File: src/rtl/eft_pkg.sv
`timescale 1ns / 1ps

package eft_pkg;

	// Defaults for the top level parameters
	localparam int FLAG_WORDS_DEF  = 3;
	localparam int WAITER_BITS_DEF = 8;
	localparam int QUEUE_DEPTH_DEF = 2;

	// Bits in one flag word
	localparam int WORD_BITS = 64;

	// Command codes as they arrive in the func field
	localparam logic [2:0] FUNC_ALLOC   = 3'd0;
	localparam logic [2:0] FUNC_FREE    = 3'd1;
	localparam logic [2:0] FUNC_SET     = 3'd2;
	localparam logic [2:0] FUNC_CLEAR   = 3'd3;
	localparam logic [2:0] FUNC_WAIT    = 3'd4;
	localparam logic [2:0] FUNC_HANDLER = 3'd5;

	// Result codes
	localparam logic [2:0] ST_OK          = 3'd0;
	localparam logic [2:0] ST_ALREADY_SET = 3'd1;
	localparam logic [2:0] ST_REGISTERED  = 3'd2;
	localparam logic [2:0] ST_EXHAUSTED   = 3'd3;
	localparam logic [2:0] ST_OUT_OF_RANGE = 3'd4;
	localparam logic [2:0] ST_WAITER_BUSY = 3'd5;

	// Command class decided by the front end
	typedef enum logic [2:0] {
		K_ALLOC,
		K_FREE,
		K_SET,
		K_CLEAR,
		K_WAIT,
		K_HANDLER,
		K_BAD
	} kind_t;

	// Back end sequencer states
	typedef enum logic [1:0] {
		B_IDLE,
		B_EXEC,
		B_SEARCH
	} back_state_t;

	typedef struct packed {
		logic [2:0] func;
		logic [7:0] event_index;
		logic [7:0] waiter_id;
	} cmd_t;

	typedef struct packed {
		logic [2:0] status;
		logic [7:0] alloc_index;
		logic       wake_valid;
		logic [7:0] wake_waiter;
	} rsp_t;

	typedef struct packed {
		logic       found;
		logic [5:0] idx;
	} hit_t;

	// Lowest set bit of a flag word: isolate it, then encode the one-hot
	function automatic hit_t lowest_set(input logic [WORD_BITS-1:0] v);
		logic [WORD_BITS-1:0] onehot;
		hit_t h;
		onehot = v & (~v + 64'd1);
		h.found = |v;
		h.idx = '0;
		for (int k = 0; k < 6; k++) begin
			for (int b = 0; b < WORD_BITS; b++) begin
				if (((b >> k) & 1) == 1) begin
					h.idx[k] = h.idx[k] | onehot[b];
				end
			end
		end
		return h;
	endfunction

endpackage

File: src/rtl/event_flag_table.sv
`timescale 1ns / 1ps

// Event flag table: 64*FLAG_WORDS flags with alloc, free, set, clear, wait and
// handler registration, one result per command, in command order. A command
// is taken into a QUEUE_DEPTH-entry queue as soon as there is room, so the input
// side keeps moving while a result waits on the output. The back end reads the
// waiter RAM as a command leaves the queue, then applies the command and
// registers its result; alloc instead scans one 64-bit word of the allocation
// map per cycle, up to min(FLAG_WORDS,4) words, until it finds a free event.
// The next command leaves the queue only once the current result is registered.
// No clearing pass is needed after reset.
module event_flag_table #(
	parameter int FLAG_WORDS  = eft_pkg::FLAG_WORDS_DEF,
	parameter int WAITER_BITS = eft_pkg::WAITER_BITS_DEF,
	parameter int QUEUE_DEPTH = eft_pkg::QUEUE_DEPTH_DEF
) (
	input  logic          clk,
	input  logic          arst_n,
	input  logic          cmd_valid,
	output logic          cmd_stall,
	input  eft_pkg::cmd_t cmd,
	output logic          rsp_valid,
	input  logic          rsp_stall,
	output eft_pkg::rsp_t rsp
);

	localparam int EVENT_COUNT = eft_pkg::WORD_BITS * FLAG_WORDS;
	localparam int EVW = $clog2(EVENT_COUNT);
	localparam int QW = 3 + EVW + WAITER_BITS;

	logic          q_full;
	logic          push;
	logic [QW-1:0] push_data;
	logic          pop;
	logic          q_valid;
	logic [QW-1:0] q_data;

	eft_front #(
		.FLAG_WORDS (FLAG_WORDS),
		.WAITER_BITS(WAITER_BITS)
	) u_front (
		.cmd_valid(cmd_valid),
		.cmd_stall(cmd_stall),
		.cmd      (cmd),
		.q_full   (q_full),
		.push     (push),
		.push_data(push_data)
	);

	eft_queue #(
		.WIDTH(QW),
		.DEPTH(QUEUE_DEPTH)
	) u_queue (
		.clk      (clk),
		.arst_n   (arst_n),
		.push     (push),
		.push_data(push_data),
		.full     (q_full),
		.pop      (pop),
		.q_valid  (q_valid),
		.q_data   (q_data)
	);

	eft_back #(
		.FLAG_WORDS (FLAG_WORDS),
		.WAITER_BITS(WAITER_BITS)
	) u_back (
		.clk      (clk),
		.arst_n   (arst_n),
		.q_valid  (q_valid),
		.q_data   (q_data),
		.pop      (pop),
		.rsp_valid(rsp_valid),
		.rsp_stall(rsp_stall),
		.rsp      (rsp)
	);

endmodule

File: src/rtl/eft_ram.sv
`timescale 1ns / 1ps

module eft_ram #(
	parameter int WIDTH = 8,
	parameter int DEPTH = 192
) (
	input  logic                     clk,
	input  logic                     we,
	input  logic [$clog2(DEPTH)-1:0] waddr,
	input  logic [WIDTH-1:0]         wdata,
	input  logic                     re,
	input  logic [$clog2(DEPTH)-1:0] raddr,
	output logic [WIDTH-1:0]         rdata
);

	logic [WIDTH-1:0] mem_q [DEPTH];
	logic [WIDTH-1:0] rdata_q;

	// One write port, one registered read port
	always_ff @(posedge clk) begin
		if (we) begin
			mem_q[waddr] <= wdata;
		end
		if (re) begin
			rdata_q <= mem_q[raddr];
		end
	end

	assign rdata = rdata_q;

endmodule

File: src/rtl/eft_front.sv
`timescale 1ns / 1ps

module eft_front #(
	parameter int FLAG_WORDS  = eft_pkg::FLAG_WORDS_DEF,
	parameter int WAITER_BITS = eft_pkg::WAITER_BITS_DEF,
	localparam int EVENT_COUNT = eft_pkg::WORD_BITS * FLAG_WORDS,
	localparam int EVW = $clog2(EVENT_COUNT),
	localparam int QW = 3 + EVW + WAITER_BITS
) (
	input  logic          cmd_valid,
	output logic          cmd_stall,
	input  eft_pkg::cmd_t cmd,
	input  logic          q_full,
	output logic          push,
	output logic [QW-1:0] push_data
);

	logic [9:0]     ev_ext;
	logic [15:0]    wid_ext;
	logic           in_range;
	eft_pkg::kind_t kind;

	assign ev_ext   = 10'(cmd.event_index);
	assign wid_ext  = 16'(cmd.waiter_id);
	assign in_range = ev_ext < 10'(EVENT_COUNT);

	// Sort the command; bad codes and out of range events go as one class
	always_comb begin
		case (cmd.func)
			eft_pkg::FUNC_ALLOC:   kind = eft_pkg::K_ALLOC;
			eft_pkg::FUNC_FREE:    kind = in_range ? eft_pkg::K_FREE : eft_pkg::K_BAD;
			eft_pkg::FUNC_SET:     kind = in_range ? eft_pkg::K_SET : eft_pkg::K_BAD;
			eft_pkg::FUNC_CLEAR:   kind = in_range ? eft_pkg::K_CLEAR : eft_pkg::K_BAD;
			eft_pkg::FUNC_WAIT:    kind = in_range ? eft_pkg::K_WAIT : eft_pkg::K_BAD;
			eft_pkg::FUNC_HANDLER: kind = in_range ? eft_pkg::K_HANDLER : eft_pkg::K_BAD;
			default:               kind = eft_pkg::K_BAD;
		endcase
	end

	// Transfer into the queue whenever there is room
	assign cmd_stall = q_full;
	assign push      = cmd_valid && !q_full;
	assign push_data = {kind, ev_ext[EVW-1:0], wid_ext[WAITER_BITS-1:0]};

endmodule

File: src/rtl/eft_queue.sv
`timescale 1ns / 1ps

module eft_queue #(
	parameter int WIDTH = 8,
	parameter int DEPTH = eft_pkg::QUEUE_DEPTH_DEF,
	localparam int PW = (DEPTH > 1) ? $clog2(DEPTH) : 1,
	localparam int CW = $clog2(DEPTH + 1)
) (
	input  logic             clk,
	input  logic             arst_n,
	input  logic             push,
	input  logic [WIDTH-1:0] push_data,
	output logic             full,
	input  logic             pop,
	output logic             q_valid,
	output logic [WIDTH-1:0] q_data
);

	logic [WIDTH-1:0] entry_q [DEPTH];
	logic [PW-1:0]    wr_q;
	logic [PW-1:0]    rd_q;
	logic [CW-1:0]    count_q;

	// Pointer step with wrap at the depth
	function automatic logic [PW-1:0] step(input logic [PW-1:0] p);
		return (p == PW'(DEPTH - 1)) ? '0 : p + 1'b1;
	endfunction

	always_ff @(posedge clk or negedge arst_n) begin
		if (!arst_n) begin
			wr_q    <= '0;
			rd_q    <= '0;
			count_q <= '0;
		end else begin
			if (push) begin
				wr_q <= step(wr_q);
			end
			if (pop) begin
				rd_q <= step(rd_q);
			end
			if (push && !pop) begin
				count_q <= count_q + 1'b1;
			end else if (pop && !push) begin
				count_q <= count_q - 1'b1;
			end
		end
	end

	// Entry storage
	always_ff @(posedge clk) begin
		if (push) begin
			entry_q[wr_q] <= push_data;
		end
	end

	assign full    = count_q == CW'(DEPTH);
	assign q_valid = count_q != '0;
	assign q_data  = entry_q[rd_q];

endmodule

File: src/rtl/eft_back.sv
`timescale 1ns / 1ps

module eft_back #(
	parameter int FLAG_WORDS  = eft_pkg::FLAG_WORDS_DEF,
	parameter int WAITER_BITS = eft_pkg::WAITER_BITS_DEF,
	localparam int EVENT_COUNT = eft_pkg::WORD_BITS * FLAG_WORDS,
	localparam int EVW = $clog2(EVENT_COUNT),
	localparam int QW = 3 + EVW + WAITER_BITS,
	// alloc only hands out events that an 8 bit index can name
	localparam int SEARCH_WORDS = (FLAG_WORDS < 4) ? FLAG_WORDS : 4,
	localparam int WW = (SEARCH_WORDS > 1) ? $clog2(SEARCH_WORDS) : 1
) (
	input  logic          clk,
	input  logic          arst_n,
	input  logic          q_valid,
	input  logic [QW-1:0] q_data,
	output logic          pop,
	output logic          rsp_valid,
	input  logic          rsp_stall,
	output eft_pkg::rsp_t rsp
);

	eft_pkg::back_state_t state_q, state_d;

	// Command being carried out
	eft_pkg::kind_t         kind_q;
	logic [EVW-1:0]         ev_q;
	logic [WAITER_BITS-1:0] wid_q;
	logic [WW-1:0]          word_q;

	// Event state
	logic [EVENT_COUNT-1:0] alloc_q;
	logic [EVENT_COUNT-1:0] raised_q;
	logic [EVENT_COUNT-1:0] present_q;
	logic [EVENT_COUNT-1:0] handler_q;

	eft_pkg::rsp_t rsp_q, rsp_d;
	logic          rsp_valid_q;

	logic                   out_free;
	logic                   done;
	logic                   last_word;
	eft_pkg::hit_t          hit;
	logic [EVW-1:0]         alloc_ev;
	logic [EVW-1:0]         tgt;
	logic [WAITER_BITS-1:0] ident;
	logic [15:0]            ident_ext;
	logic [15:0]            wid_ext;
	logic                   ram_we;
	logic                   ram_re;
	logic                   set_alloc, clr_alloc;
	logic                   set_raised, clr_raised;
	logic                   set_present, clr_present;
	logic                   handler_d;
	eft_pkg::kind_t         head_kind;
	logic [EVW-1:0]         head_ev;

	assign head_kind = eft_pkg::kind_t'(q_data[QW-1 -: 3]);
	assign head_ev   = q_data[EVW+WAITER_BITS-1 -: EVW];

	assign out_free  = !rsp_valid_q || !rsp_stall;
	assign hit       = eft_pkg::lowest_set(~alloc_q[word_q*eft_pkg::WORD_BITS +: eft_pkg::WORD_BITS]);
	assign alloc_ev  = EVW'({word_q, hit.idx});
	assign last_word = word_q == WW'(SEARCH_WORDS - 1);
	assign ident_ext = 16'(ident);
	assign wid_ext   = 16'(wid_q);

	// Waiter identifiers live in RAM, read as the command leaves the queue
	eft_ram #(
		.WIDTH(WAITER_BITS),
		.DEPTH(EVENT_COUNT)
	) u_ident (
		.clk  (clk),
		.we   (ram_we),
		.waddr(ev_q),
		.wdata(wid_q),
		.re   (ram_re),
		.raddr(head_ev),
		.rdata(ident)
	);

	// Next state
	always_comb begin
		state_d = state_q;
		case (state_q)
			eft_pkg::B_IDLE: begin
				if (q_valid) begin
					state_d = (head_kind == eft_pkg::K_ALLOC) ? eft_pkg::B_SEARCH
					                                          : eft_pkg::B_EXEC;
				end
			end
			eft_pkg::B_EXEC: begin
				if (out_free) begin
					state_d = eft_pkg::B_IDLE;
				end
			end
			eft_pkg::B_SEARCH: begin
				if ((hit.found || last_word) && out_free) begin
					state_d = eft_pkg::B_IDLE;
				end
			end
			default: state_d = eft_pkg::B_IDLE;
		endcase
	end

	// Outputs: result and state updates of the current command
	always_comb begin
		pop         = 1'b0;
		ram_re      = 1'b0;
		ram_we      = 1'b0;
		done        = 1'b0;
		tgt         = ev_q;
		set_alloc   = 1'b0;
		clr_alloc   = 1'b0;
		set_raised  = 1'b0;
		clr_raised  = 1'b0;
		set_present = 1'b0;
		clr_present = 1'b0;
		handler_d   = 1'b0;
		rsp_d       = '0;
		case (state_q)
			eft_pkg::B_IDLE: begin
				pop    = q_valid;
				ram_re = q_valid;
			end
			eft_pkg::B_EXEC: begin
				done = out_free;
				case (kind_q)
					eft_pkg::K_FREE: begin
						clr_alloc = 1'b1;
					end
					eft_pkg::K_SET: begin
						set_raised = 1'b1;
						if (present_q[ev_q]) begin
							rsp_d.wake_valid  = 1'b1;
							rsp_d.wake_waiter = ident_ext[7:0];
							clr_present       = !handler_q[ev_q];
							handler_d         = handler_q[ev_q];
						end
					end
					eft_pkg::K_CLEAR: begin
						clr_raised = 1'b1;
					end
					eft_pkg::K_WAIT: begin
						if (raised_q[ev_q]) begin
							rsp_d.status = eft_pkg::ST_ALREADY_SET;
						end else if (present_q[ev_q]) begin
							rsp_d.status = eft_pkg::ST_WAITER_BUSY;
						end else begin
							rsp_d.status = eft_pkg::ST_REGISTERED;
							set_present  = 1'b1;
							ram_we       = out_free;
						end
					end
					eft_pkg::K_HANDLER: begin
						if (present_q[ev_q]) begin
							rsp_d.status = eft_pkg::ST_WAITER_BUSY;
						end else begin
							set_present = 1'b1;
							handler_d   = 1'b1;
							ram_we      = out_free;
							if (raised_q[ev_q]) begin
								rsp_d.status      = eft_pkg::ST_ALREADY_SET;
								rsp_d.wake_valid  = 1'b1;
								rsp_d.wake_waiter = wid_ext[7:0];
							end else begin
								rsp_d.status = eft_pkg::ST_REGISTERED;
							end
						end
					end
					default: begin
						rsp_d.status = eft_pkg::ST_OUT_OF_RANGE;
					end
				endcase
			end
			eft_pkg::B_SEARCH: begin
				tgt = alloc_ev;
				if (hit.found) begin
					done              = out_free;
					set_alloc         = 1'b1;
					clr_raised        = 1'b1;
					clr_present       = 1'b1;
					rsp_d.alloc_index = 8'({word_q, hit.idx});
				end else if (last_word) begin
					done         = out_free;
					rsp_d.status = eft_pkg::ST_EXHAUSTED;
				end
			end
			default: begin
				pop = 1'b0;
			end
		endcase
	end

	// Sequencer, event state and result register
	always_ff @(posedge clk or negedge arst_n) begin
		if (!arst_n) begin
			state_q     <= eft_pkg::B_IDLE;
			word_q      <= '0;
			alloc_q     <= '0;
			raised_q    <= '0;
			present_q   <= '0;
			handler_q   <= '0;
			rsp_valid_q <= 1'b0;
		end else begin
			state_q <= state_d;
			if (pop) begin
				word_q <= '0;
			end else if (state_q == eft_pkg::B_SEARCH && !hit.found && !last_word) begin
				word_q <= word_q + 1'b1;
			end
			if (done) begin
				if (set_alloc) begin
					alloc_q[tgt] <= 1'b1;
				end else if (clr_alloc) begin
					alloc_q[tgt] <= 1'b0;
				end
				if (set_raised) begin
					raised_q[tgt] <= 1'b1;
				end else if (clr_raised) begin
					raised_q[tgt] <= 1'b0;
				end
				if (set_present) begin
					present_q[tgt] <= 1'b1;
					handler_q[tgt] <= handler_d;
				end else if (clr_present) begin
					present_q[tgt] <= 1'b0;
					handler_q[tgt] <= 1'b0;
				end
			end
			if (done) begin
				rsp_valid_q <= 1'b1;
			end else if (!rsp_stall) begin
				rsp_valid_q <= 1'b0;
			end
		end
	end

	// Command and result payload
	always_ff @(posedge clk) begin
		if (pop) begin
			kind_q <= head_kind;
			ev_q   <= head_ev;
			wid_q  <= q_data[WAITER_BITS-1:0];
		end
		if (done) begin
			rsp_q <= rsp_d;
		end
	end

	assign rsp_valid = rsp_valid_q;
	assign rsp       = rsp_q;

endmodule

File: config.mk
export PLATFORM = sky130hd
export DESIGN_NAME = event_flag_table
export DESIGN_NICKNAME = d
export VERILOG_FILES = /design/src/rtl/eft_pkg.sv /design/src/rtl/event_flag_table.sv /design/src/rtl/eft_ram.sv /design/src/rtl/eft_front.sv /design/src/rtl/eft_queue.sv /design/src/rtl/eft_back.sv
export SDC_FILE = /design/constraint.sdc
export NUM_CORES = 2
export LEC_CHECK = 0
export BUFFER_PORTS_ARGS = -buffer_cell sky130_fd_sc_hd__buf_2
export CAP_MARGIN = 5
export CORE_UTILIZATION = 50
export CTS_BUF_LIST = sky130_fd_sc_hd__clkbuf_4 sky130_fd_sc_hd__clkbuf_8 sky130_fd_sc_hd__clkbuf_16
export CTS_CLUSTER_DIAMETER = 80
export DETAILED_ROUTE_END_ITERATION = 10
export PLACE_DENSITY = 0.65
export SYNTH_ARGS = -nofsm -noshare
export SYNTH_HDL_FRONTEND = slang
export SYNTH_SLANG_ARGS = --single-unit
File: constraint.sdc
create_clock -name clk -period 6.8 [get_ports clk]
set_input_delay 1.02 -clock clk [delete_from_list [all_inputs] [get_ports clk]]
set_output_delay 1.02 -clock clk [all_outputs]
set_load 0.01 [all_outputs]
==> flow_metrics.tcl <==
set metrics [dict create \
    syn_inst 8493 \
    insertion_delay_ps 890 \
    crit_path_cell_trace "nor2b_4 > buf_4 > a22oi_1 > buf_4 > or4_1 > nor4_1 > nand2_1 > o41ai_1 > buf_4 > a221oi_4 > nor2b_1 > nand2_1 > o21bai_1 > buf_4 > or2_1 > mux2_1" \
    cp_data_required_time_ps 7540 \
    overflow 0 \
    worst-endpoint-arrival_ps 7060 \
    grt_use_total 0.270 \
    period_share 0.929 \
    synth_async_sr_flop_share 0.324 \
    synth_cell_types 101 \
    vias 70100 \
    slew_viol_final 0 \
    clockBufferDepth 3 \
    numClockSinks 2398 \
    synth_top_area_frac 0.462 \
    synth_nets 8521 \
    clk_pin_slew_ps 60 \
    place.gp.congestion 0.909 \
    yosysSeqAreaShare 0.646 \
    rsz0062_at_grt "no" \
    fin_crit_ps 6320 \
    antenna_found_initial 7 \
    h-tree-depth 4 \
    ant_nets 0 \
    ctsRootBufferMaster "clkbuf_16" \
    sequentialPowerShare 0.394 \
    synth_seq_cells 2398 \
    cts_tree "yes" \
    max-cap-violations 0 \
    port_buffers 44 \
    grt_max_degree 192 \
    cp_max_fo 25 \
    p_leak_uw 0.0436 \
    slowest_stage "o41ai_1" \
    fin_skew_ps 59.0 \
    drt_pass1_iterations 5 \
    grt_pass1_vias 68400 \
    drt_iter0_markers 7013 \
    synthToLayoutAreaGrowth_pct 11.2 \
    nets 8370 \
    swShare 0.360 \
    start_util 0.503 \
    cp-start-kind "flip-flop" \
    power_frac_comb 0.302 \
    critPathTopFamily "simple AND/OR/NAND/NOR gates" \
    switching_power_uw 16200 \
    drc 0 \
    worstMarginPinSlew_ps 1270 \
    peakVddDrop_uv 487 \
    dp_hpwl_mm 173 \
    grt_pass1_wl_mm 435 \
    die_y_um 461 \
    critPathBufInv 4 \
    wl_mm 288 \
    endpoint_kind "flip-flop" \
    cts_hold_buffers 0 \
    synth_area_leaders "edfxtp_1, dfrtp_1, nand2_1" \
    syn_area_mm2 0.105 \
    cts_made_buffers 238 \
    yosys_warnings 0 \
    min_path_type "input pin to async pin" \
    setup_violations 0 \
    cts_setup_buffers 0 \
    internal-power_uw 28800 \
    slowest_delay_ps 790 \
    yosys.area.top_type "edfxtp_1" \
    via_per_inst 6.17 \
    critPathKind "flip-flop to flip-flop" \
    post_cts.resized_instances 0 \
    ys.flop_type "edfxtp_1" \
    syn_area_per_cell_um2 12.4 \
    rows 168 \
    finalHoldViolations 0 \
    crit_path_frequent_cell "buf_4" \
    drive_above_1_share 0.166 \
    fmax_ghz 0.158 \
    pwr-share-clk 0.304 \
    status "completed" \
    wire_per_inst_um 25.4 \
    io_pins 45 \
    pre_cts_slack_ps 601 \
    synth_edf_count 1621 \
    core_area_mm2 0.210 \
    finalWorstSetupSlack_ps 482 \
    fp.dieW_um 461 \
    power_density_mw_per_mm2 384 \
    fin_setup_tns_ps 0 \
    slew-limit-headroom 0.154 \
    die-area_mm2 0.213 \
]
==> final cells by class <==
cell class,instances,area (um2)
Timing Repair Buffer,279,2510
Multi-Input combinational cell,5401,34700
Inverter,24,108
Tap cell,2805,3510
Fill cell,16900,92300
Clock buffer,319,6820
Sequential cell,2398,68100
Clock inverter,127,1450
Antenna cell,2,5.00
==> metal layers <==
| metal | vias up | share of wire | global-route usage |
|---|---|---|---|
| met5 | - | 0.00016 | 0 |
| li1 | 31100 | - | - |
| met4 | 6 | 0.042 | 0.107 |
| met3 | 562 | 0.062 | 0.0353 |
| met2 | 2628 | 0.49 | 0.442 |
| met1 | 35800 | 0.41 | 0.367 |
==> path summary, 6_finish.rpt <==
path / startpoint / slack, ps / depth (start not counted) / endpoint
min in group clk: cmd[9] / 330 / 1 / u_queue.entry_q[0][9]
max in group asynchronous: arst_n / 4990 / 2 / async pin
hold / removal: arst_n / 210 / 1 / async pin
hold reg to reg: u_back.handler_q[63] / 490 / 1 / u_back.handler_q[63]
setup reg to reg: u_back.word_q[1] / 480 / 16 / flip-flop
setup / recovery: u_back.word_q[1] / 480 / 16 / flip-flop
==> cells by family after synthesis <==
| group | after synthesis | synth area share |
|---|---|---|
| AND/OR/NAND/NOR | 3622 | 0.151 |
| buffers and inverters | 694 | 0.0271 |
| flip-flops | 2398 | 0.646 |
| adder cells (fa/ha/maj) | 5 | 0.000593 |
| XOR/XNOR | 6 | 0.000499 |
| multiplexers | 755 | 0.0990 |
| AO/OA/AOI/OAI | 1013 | 0.0757 |
==> cell usage after synthesis (10+ instances only) <==
| library cell | number |
|---|---|
| a211oi_1 | 14 |
| a21oi_1 | 88 |
| a22o_1 | 97 |
| a22oi_1 | 32 |
| a2bb2oi_1 | 15 |
| a311oi_1 | 266 |
| a31oi_1 | 30 |
| and2_1 | 10 |
| and3_1 | 116 |
| buf_1 | 83 |
| buf_2 | 90 |
| buf_4 | 11 |
| clkbuf_1 | 478 |
| dfrtp_1 | 777 |
| edfxtp_1 | 1621 |
| inv_1 | 19 |
| mux2_1 | 100 |
| mux2_2 | 398 |
| mux2i_1 | 72 |
| mux4_2 | 177 |
| nand2_1 | 1969 |
| nand2b_1 | 16 |
| nand3_1 | 799 |
| nand4_1 | 22 |
| nor2_1 | 416 |
| nor2b_1 | 12 |
| nor3_1 | 60 |
| nor3_2 | 22 |
| nor4_1 | 15 |
| o21ai_0 | 121 |
| o21ai_1 | 15 |
| o2bb2ai_1 | 137 |
| o41ai_1 | 102 |
| or2_1 | 58 |
| or2_2 | 34 |
| or3_1 | 21 |
==> placed cells by master (no fill, tap or decap), types with 34 or more instances in the layout <==
cell,Yosys,layout
mux2i_1,72,65
buf_2,90,43
mux2_1,100,100
o2bb2ai_1,137,137
clkbuf_16,0,242
or2_2,34,34
edfxtp_1,1621,1621
buf_4,11,194
nor3_1,60,51
clkbuf_4,0,48
a22o_1,97,97
clkinv_2,0,45
o41ai_1,102,102
nand2_1,1969,1968
nor2_1,416,415
a21oi_1,88,88
and3_1,116,116
mux2_2,398,398
dfrtp_1,777,775
buf_12,4,41
mux4_2,177,177
or2_1,58,58
o21ai_0,121,118
a311oi_1,266,266
nand3_1,799,799
==> through the flow <==
step	instance area (um2)	hold WS, ps	util	std cells	total power (uW)
finish	117000	209	0.559	11400	45000
global route	117000	308	0.559	11400	46600
CTS	117000	254	0.559	11400	45200
detailed placement	109000	469	0.520	10900	31600
global placement	109000	465	0.520	10900	31400
floorplan	105000	451	-	8493	26000
==> power by group through the flow <==
stage | clock network, uW | registers, uW | logic (uW)
floorplan | 0 | 18700 | 7290
global placement | 0 | 18000 | 13300
detailed placement | 0 | 18000 | 13500
CTS | 13900 | 17700 | 13600
global route | 14400 | 17800 | 14500
finish | 13700 | 17700 | 13600
Power figures use the tool's default switching activity.
